--- src/cse_pkg.sv ---
package cse_pkg;

    localparam int MAX_KNOTS = 64;
    localparam int ADDR_W    = $clog2(MAX_KNOTS);
    localparam int KC_W      = 7;
    localparam int KC_MIN    = 2;
    localparam int PADDR_W   = 3;
    localparam int ACC_W     = 63;
    localparam int MAG_W     = ACC_W - 1;
    localparam int D_W       = 33;

    typedef logic signed [31:0]      t_knot;
    typedef logic signed [47:0]      t_coef;
    typedef logic signed [31:0]      t_val;
    typedef logic [5:0]              t_seg;
    typedef logic signed [ACC_W-1:0] t_acc;
    typedef logic signed [D_W-1:0]   t_diff;

    localparam t_acc ACC_LIM = t_acc'({MAG_W{1'b1}});

    localparam logic [0:0] CMD_LOAD  = 1'b0;
    localparam logic [0:0] CMD_QUERY = 1'b1;

    localparam logic [0:0] REG_KNOT_COUNT = 1'b0;
    localparam logic [KC_W-1:0] KC_RESET = KC_W'(2);

    typedef enum logic [1:0] {
        ST_OK   = 2'd0,
        ST_LOAD = 2'd1,
        ST_NEG  = 2'd2,
        ST_SAT  = 2'd3
    } t_status;

    typedef struct packed {
        t_coef c0;
        t_coef c1;
        t_coef c2;
        t_coef c3;
    } t_coef_set;

    typedef struct packed {
        logic  start;
        t_acc  a;
        t_diff d;
    } t_mul_req;

    typedef struct packed {
        logic done;
        t_acc prod;
        logic sat;
    } t_mul_rsp;

endpackage

--- src/cse_mul.sv ---
module cse_mul (
    input  logic              i_clk,
    input  logic              i_rst_n,
    input  cse_pkg::t_mul_req i_req,
    output cse_pkg::t_mul_rsp o_rsp
);
    import cse_pkg::*;

    typedef enum logic [2:0] {
        MP_IDLE,
        MP_LO,
        MP_HI,
        MP_SUM,
        MP_SIGN
    } t_mph;

    t_mph             r_ph;
    logic [MAG_W-1:0] r_ua;
    logic [31:0]      r_ud;
    logic             r_neg;
    logic [63:0]      r_plo;
    logic [63:0]      r_phi;
    logic [MAG_W-1:0] r_mag;
    logic             r_big;
    t_acc             r_prod;
    logic             r_done;

    logic [ACC_W-1:0] a_abs;
    logic [D_W-1:0]   d_abs;
    logic [31:0]      mul_a;
    logic [63:0]      mul_p;
    logic [63:0]      rnd;
    logic [ACC_W-1:0] sum;

    assign a_abs = i_req.a[ACC_W-1] ? (~i_req.a + 1'b1) : i_req.a;
    assign d_abs = i_req.d[D_W-1] ? (~i_req.d + 1'b1) : i_req.d;
    assign mul_a = (r_ph == MP_LO) ? r_ua[31:0] : 32'(r_ua[MAG_W-1:32]);
    assign mul_p = {32'b0, mul_a} * {32'b0, r_ud};
    assign rnd   = r_plo + 64'h8000;
    assign sum   = {1'b0, r_phi[45:0], 16'b0} + {15'b0, rnd[63:16]};

    always_ff @(posedge i_clk) begin
        if (!i_rst_n) begin
            r_ph   <= MP_IDLE;
            r_done <= 1'b0;
        end else begin
            r_done <= 1'b0;
            unique case (r_ph)
                MP_IDLE: begin
                    if (i_req.start) begin
                        r_ua  <= a_abs[MAG_W-1:0];
                        r_ud  <= d_abs[31:0];
                        r_neg <= i_req.a[ACC_W-1] != i_req.d[D_W-1];
                        r_ph  <= MP_LO;
                    end
                end
                MP_LO: begin
                    r_plo <= mul_p;
                    r_ph  <= MP_HI;
                end
                MP_HI: begin
                    r_phi <= mul_p;
                    r_ph  <= MP_SUM;
                end
                MP_SUM: begin
                    if ((r_phi[63:46] != '0) || sum[ACC_W-1]) begin
                        r_mag <= {MAG_W{1'b1}};
                        r_big <= 1'b1;
                    end else begin
                        r_mag <= sum[MAG_W-1:0];
                        r_big <= 1'b0;
                    end
                    r_ph <= MP_SIGN;
                end
                MP_SIGN: begin
                    r_prod <= r_neg ? -t_acc'({1'b0, r_mag}) : t_acc'({1'b0, r_mag});
                    r_done <= 1'b1;
                    r_ph   <= MP_IDLE;
                end
                default: r_ph <= MP_IDLE;
            endcase
        end
    end

    assign o_rsp.done = r_done;
    assign o_rsp.prod = r_prod;
    assign o_rsp.sat  = r_big;

endmodule

--- config.mk ---
export PLATFORM = sky130hd
export DESIGN_NAME = cse_mul
export DESIGN_NICKNAME = d
export VERILOG_FILES = /design/src/cse_pkg.sv /design/src/cse_mul.sv
export SDC_FILE = /design/constraint.sdc
export NUM_CORES = 2
export LEC_CHECK = 0
export BUFFER_PORTS_ARGS = -buffer_cell sky130_fd_sc_hd__buf_2
export CORE_MARGIN = 2
export CORE_UTILIZATION = 45
export CTS_BUF_LIST = sky130_fd_sc_hd__clkbuf_8
export CTS_CLUSTER_DIAMETER = 80
export DETAILED_ROUTE_END_ITERATION = 16
export GPL_TIMING_DRIVEN = 0
export SYNTH_ARGS = -nofsm -noshare
export SYNTH_HDL_FRONTEND = slang
export SYNTH_SLANG_ARGS = --single-unit
--- constraint.sdc ---
create_clock -name i_clk -period 11.8 [get_ports i_clk]
set_input_delay 1.77 -clock i_clk [delete_from_list [all_inputs] [get_ports i_clk]]
set_output_delay 1.77 -clock i_clk [all_outputs]
set_load 0.1 [all_outputs]
Yosys cells after proc, flatten, opt, wreduce, memory -nomap -nowiden
Index checks and enable logic that the tools add are counted.

word-level totals
  register bits after elaboration = 353
  word-level logic and storage cells = 41

cells by class
  eq/ne operators = 6
  multiply operators = 1
  mux-type cells = 8
  reduce and logical (&&, ||, !) cells = 8
  add/subtract/negate cells = 5
  bitwise operators = 2

operators with widths
  kind                                                              number
  62-bit two-way mux                                                2
  64-bit by 16-bit adder with 64-bit output, second input constant  1
  32-bit by 32-bit multiplier with 64-bit output                    1
  32-bit two-way mux                                                2
  62-bit by 48-bit adder with 63-bit output                         1
  62-bit negation with 63-bit output                                1
  62-bit by 1-bit adder with 62-bit output, second input constant   1
  62-bit inverter                                                   1
  32-bit by 1-bit adder with 32-bit output, second input constant   1
  32-bit inverter                                                   1
  18-bit nonzero test                                               1
  3-bit one-hot mux with 4 select lines                             1
  2-bit AND reduction                                               4
  3-bit by 2-bit == test with 1-bit output, second input constant   2
  3-bit by 1-bit == test with 1-bit output, second input constant   1
  3-bit == test, second input constant                              1
  3-bit logical NOT                                                 1
  3-bit two-way mux                                                 1
  3-bit AND reduction                                               1
  1-bit two-way mux                                                 2
  2-bit inequality test, second input constant                      1
  1-bit logical OR                                                  1
  1-bit inequality test                                             1

Depth between registers and ports, before layout
  word-level depth = 4
  mapped depth = 31
  mapped depth without buffers = 28

Worst setup path before layout
Ideal clock, no wire load.

  path kind = register to register
  from = register r_ph[0]
  to = register r_phi[59] (data pin)
  stages on the path, launching flop included = 29
  required time = 11.525 ns
  period minus slack after synthesis = 8.751 ns
  arrival time = 8.477 ns
  path buffers = 2
  setup time = 0.275 ns
  path slack = 3.049 ns
  cells stage by stage = dfxtp_1 > nor3b_1 > clkbuf_1 > mux2_2 > clkbuf_1 > and2_1 > fa_1 > inv_1 > fa_1 > inv_1 > fa_1 > inv_1 > fa_1 > inv_1 > fa_1 > fa_1 > fa_1 > inv_1 > fa_1 > inv_1 > ha_1 > nand4_1 > or3_1 > or2_2 > a311o_1 > a21o_1 > o22a_1 > a311oi_1 > xor2_1

on the way
  longest elaborated chain between the ends = 3

RTL lines
  what                                            line           text
  start: declaration                              cse_mul.sv:17  t_mph r_ph;
  start signal: assignment                        cse_mul.sv:44  r_ph <= MP_IDLE;
  start signal: assignment                        cse_mul.sv:54  r_ph <= MP_LO;
  start signal: assignment                        cse_mul.sv:59  r_ph <= MP_HI;
  3-bit by 1-bit == test with 1-bit output        cse_mul.sv:37  assign mul_a = (r_ph == MP_LO) ? r_ua[31:0] : 32'(r_ua[MAG_W-1:32]);
  32-bit two-way mux                              cse_mul.sv:37
  32-bit by 32-bit multiplier with 64-bit output  cse_mul.sv:38  assign mul_p = {32'b0, mul_a} * {32'b0, r_ud};
  via mul_p[59]                                   cse_mul.sv:31  logic [63:0] mul_p;
  end signal: assignment                          cse_mul.sv:62  r_phi <= mul_p;
  end: declaration                                cse_mul.sv:22  logic [63:0] r_phi;

The timed path passes the listed nets, and every way through them passes these cells.
A chain may end at the register's enable or synchronous reset.

Final worst setup path
  from = register r_ph[0]
  to = register r_phi[54] (data pin)

The elaborated chain is that of the path after synthesis.

==> parameters.txt <==
Parameter                              Value

Layout
  Fraction of layout instances using a drive strength above 1 ... ~5.6%
  Area growth, synth to finish ... 7.62%
  Fillers ... between 10000 and 15000
  Nets ... 6690

Floorplanning
  Area of the core ... 112000 um^2
  Num rows ... 123
  Die Area ... roughly 120000 um^2
  Height of the die ... about 340 um
  Count of pins on the block boundary ... approximately 160
  Die X ... approximately 340 um
  Initial core utilization ... 45.2%

Route
  Vias per std cell ... ~5.4
  Post-Route WL ... roughly 170 mm
  DRC Markers ... 0
  Remaining antenna violation count after routing ... 0
  Wire per inst ... between 20 and 25 um
  Total number of vias ... between 30000 and 40000
  Violation count after the first detailed-routing iteration ... slightly below 3000
  First-pass detailed-route iteration total ... 6

Logic synthesis
  Number of synthesis warnings ... 0
  Seq/Total Area, Yosys ... 19.9%
  Number of flops mapped to enable cells by yosys ... 334
  Cell taking the most area after synthesis ... sky130_fd_sc_hd__fa_1
  Mapped cell area ... slightly above 50000 um^2
  Top cell types by occurrence after synthesis ... sky130_fd_sc_hd__inv_1 (953), sky130_fd_sc_hd__fa_1 (897), sky130_fd_sc_hd__nand2_1 (631)
  Synth Area per Inst ... just under 10 um^2
  Synth Instances ... a little over 5000
  Yosys top cell area share ... around 35%
  Async S/R FF share, synth ... 0%
  Synth Register Bits ... ~340
  Primary FF master, synth ... sky130_fd_sc_hd__edfxtp_1
  Post-synth net total ... roughly 6500
  Leading post-synthesis cells by cell area ... sky130_fd_sc_hd__fa_1 (35%), sky130_fd_sc_hd__edfxtp_1 (20%), sky130_fd_sc_hd__ha_1 (7.4%)
  Count of unique library cells instantiated by Yosys ... 72
  Cell with the most instances after synthesis ... sky130_fd_sc_hd__inv_1

Critical path
  Worst Path Required ... around 12000 ps
  Crit path largest cell delay ... 970 ps
  Maximum fanout along the worst path ... 10
  Most prevalent standard cell on the critical path ... sky130_fd_sc_hd__fa_1
  Slowest cell on crit path ... sky130_fd_sc_hd__a2111oi_0
  Startpoint kind of the worst setup timing path ... flop
  Data arrival time of the critical path ... 12010 ps
  Type of destination of the critical path ... flop
  Type of the setup path with the least slack ... flop to flop

STA
  Transition at the pin with the smallest max-transition slack ... approximately 1300 ps
  Final min period ... 11520 ps
  RSZ-0062 raised after global routing ... false
  Final slew viol count ... 0
  Total count of hold-check failures in the final report ... 0
  Fmax ... about 87 MHz
  Clock skew after layout ... 60.5 ps
  Total Negative Setup Slacks ... 0 ps
  Period utilization ... between 90% and 100%
  Relative slew slack ... 11.1%
  Final setup viols ... 0
  Final worst-path setup slack ... around 280 ps

CTS
  Total setup buffers inserted after CTS ... 0
  TritonCTS Sinks ... 338
  Clk_lat worst skew ... ~730 ps
  Buffer cell driving the clock tree root ... sky130_fd_sc_hd__clkbuf_8
  Clock slew at reported path FFs ... 60 ps
  Total of cells resized after clock tree synthesis ... 0
  Number of buffers on the longest clock path ... 3
  Post-CTS Hold Buffers ... 0
  CTS buffer count ... 55
  H-tree depth ... 2
  TritonCTS clock tree ... built

Hold path
  Type of the tightest min-delay check ... flop to flop

Global route
  Pin count of the biggest net entering global routing ... 66
  Number of global-route vias before repair ... ~39000
  Total routing resource utilization after global routing ... 30.0%
  Global-route wire length before repair ... around 250 mm
  Remaining global-route overflow ... 0
  Number of antenna violations at the first check in global routing ... 17

Place
  Post-Place Worst Slack ... about 490 ps
  Gp weighted congestion ... ~1.0
  HPWL after DPL ... roughly 140 mm
  Count of port buffers added during placement ... ~160

Job
  Number of violations of the max-capacitance limit ... 0

Run status
  Run status ... finished clean
-- flip-flops by register name (all words and copies together) (netlist names) --
signal  cells
r_big       1
r_ud       32
r_mag      62
r_ua       62
r_phi      64
r_done      1
r_neg       1
r_ph        3
r_prod     63
r_plo      49
-- metrics by stage --
stage / area (um^2) / hold WS (ps) / instances / util (%)
after global routing: 54600 / 556 / 6935 / 48.7
after floorplan: 50800 / 442 / 5169 / -
after global placement: 53400 / 501 / 6831 / 47.6
final: 54600 / 532 / 6941 / 48.7
after detailed placement: 53600 / 501 / 6838 / 47.8
after CTS: 54600 / 525 / 6934 / 48.7
-- final timing paths --
| check | startpoint | to | slack (ps) | depth (start not counted) |
|---|---|---|---|---|
| max | r_ph[0] | r_phi[54] | 280 | 26 |
| min | r_mag[0] | r_prod[0] | 530 | 0 |
| min reg2reg | r_mag[0] | r_prod[0] | 530 | 0 |
| max reg2reg | r_ph[0] | r_phi[54] | 280 | 26 |
-- critical path: cells and delay by family (launching register included) --
kind | cells | cell delay [ps]
buf+inv | 6 | 2680
fa+ha+maj | 9 | 4230
xor+xnor | 1 | 220
flops | 1 | 450
compound gates | 6 | 2250
simple gates | 4 | 1450
-- cell families after synthesis --
group | Yosys count | share of synthesized area (%)
AOI/OAI and AO/OA | 480 | 6.22
xor gates and xnor gates | 283 | 4.88
adders and majority gates | 1196 | 42.8
buffers and inverters | 1222 | 9.05
DFF | 338 | 19.9
muxes | 30 | 0.666
and+or+nand+nor | 1620 | 16.5
-- per-layer routing --
| layer | vias up | global-route usage [%] | share of wire, % |
|---|---|---|---|
| li1 | 16600 | - | - |
| met5 | - | 0.368 | 0.082 |
| met1 | 18900 | 38.4 | 40 |
| met3 | 413 | 7.93 | 9.7 |
| met2 | 1791 | 47.7 | 45 |
| met4 | 14 | 13.5 | 5.6 |
-- cell usage in the layout (no fill, tap or decap), types with 53 or more instances in the layout --
cell type                    n
sky130_fd_sc_hd__inv_1     972
sky130_fd_sc_hd__fa_1      897
sky130_fd_sc_hd__nand2_1   631
sky130_fd_sc_hd__and2_1    575
sky130_fd_sc_hd__edfxtp_1  334
sky130_fd_sc_hd__ha_1      299
sky130_fd_sc_hd__clkbuf_1  267
sky130_fd_sc_hd__xnor2_1   225
sky130_fd_sc_hd__buf_2     162
sky130_fd_sc_hd__o21ai_0   120
sky130_fd_sc_hd__a21oi_1   103
sky130_fd_sc_hd__nor2_1     88
sky130_fd_sc_hd__nand3_1    63
sky130_fd_sc_hd__and3_1     61
sky130_fd_sc_hd__xor2_1     58
sky130_fd_sc_hd__clkbuf_8   55
sky130_fd_sc_hd__a21o_1     53
-- cell type report --
class / count / area, um^2 / share of cell area (%)
Multi-Input combinational cell: 3609 / 36100 / 66.1
Buffer: 269 / 1020 / 1.86
Timing Repair Buffer: 169 / 915 / 1.67
Clock inverter: 41 / 265 / 0.486
Sequential cell: 338 / 10100 / 18.5
Antenna cell: 7 / 17.5 / 0.0321
Tap cell: 1500 / 1880 / 3.44
Clock buffer: 55 / 757 / 1.39
Inverter: 953 / 3580 / 6.55
Power is left out: the tool's default activity adds up to more than one toggle a clock period on the data nets, which glitch-free logic cannot reach.
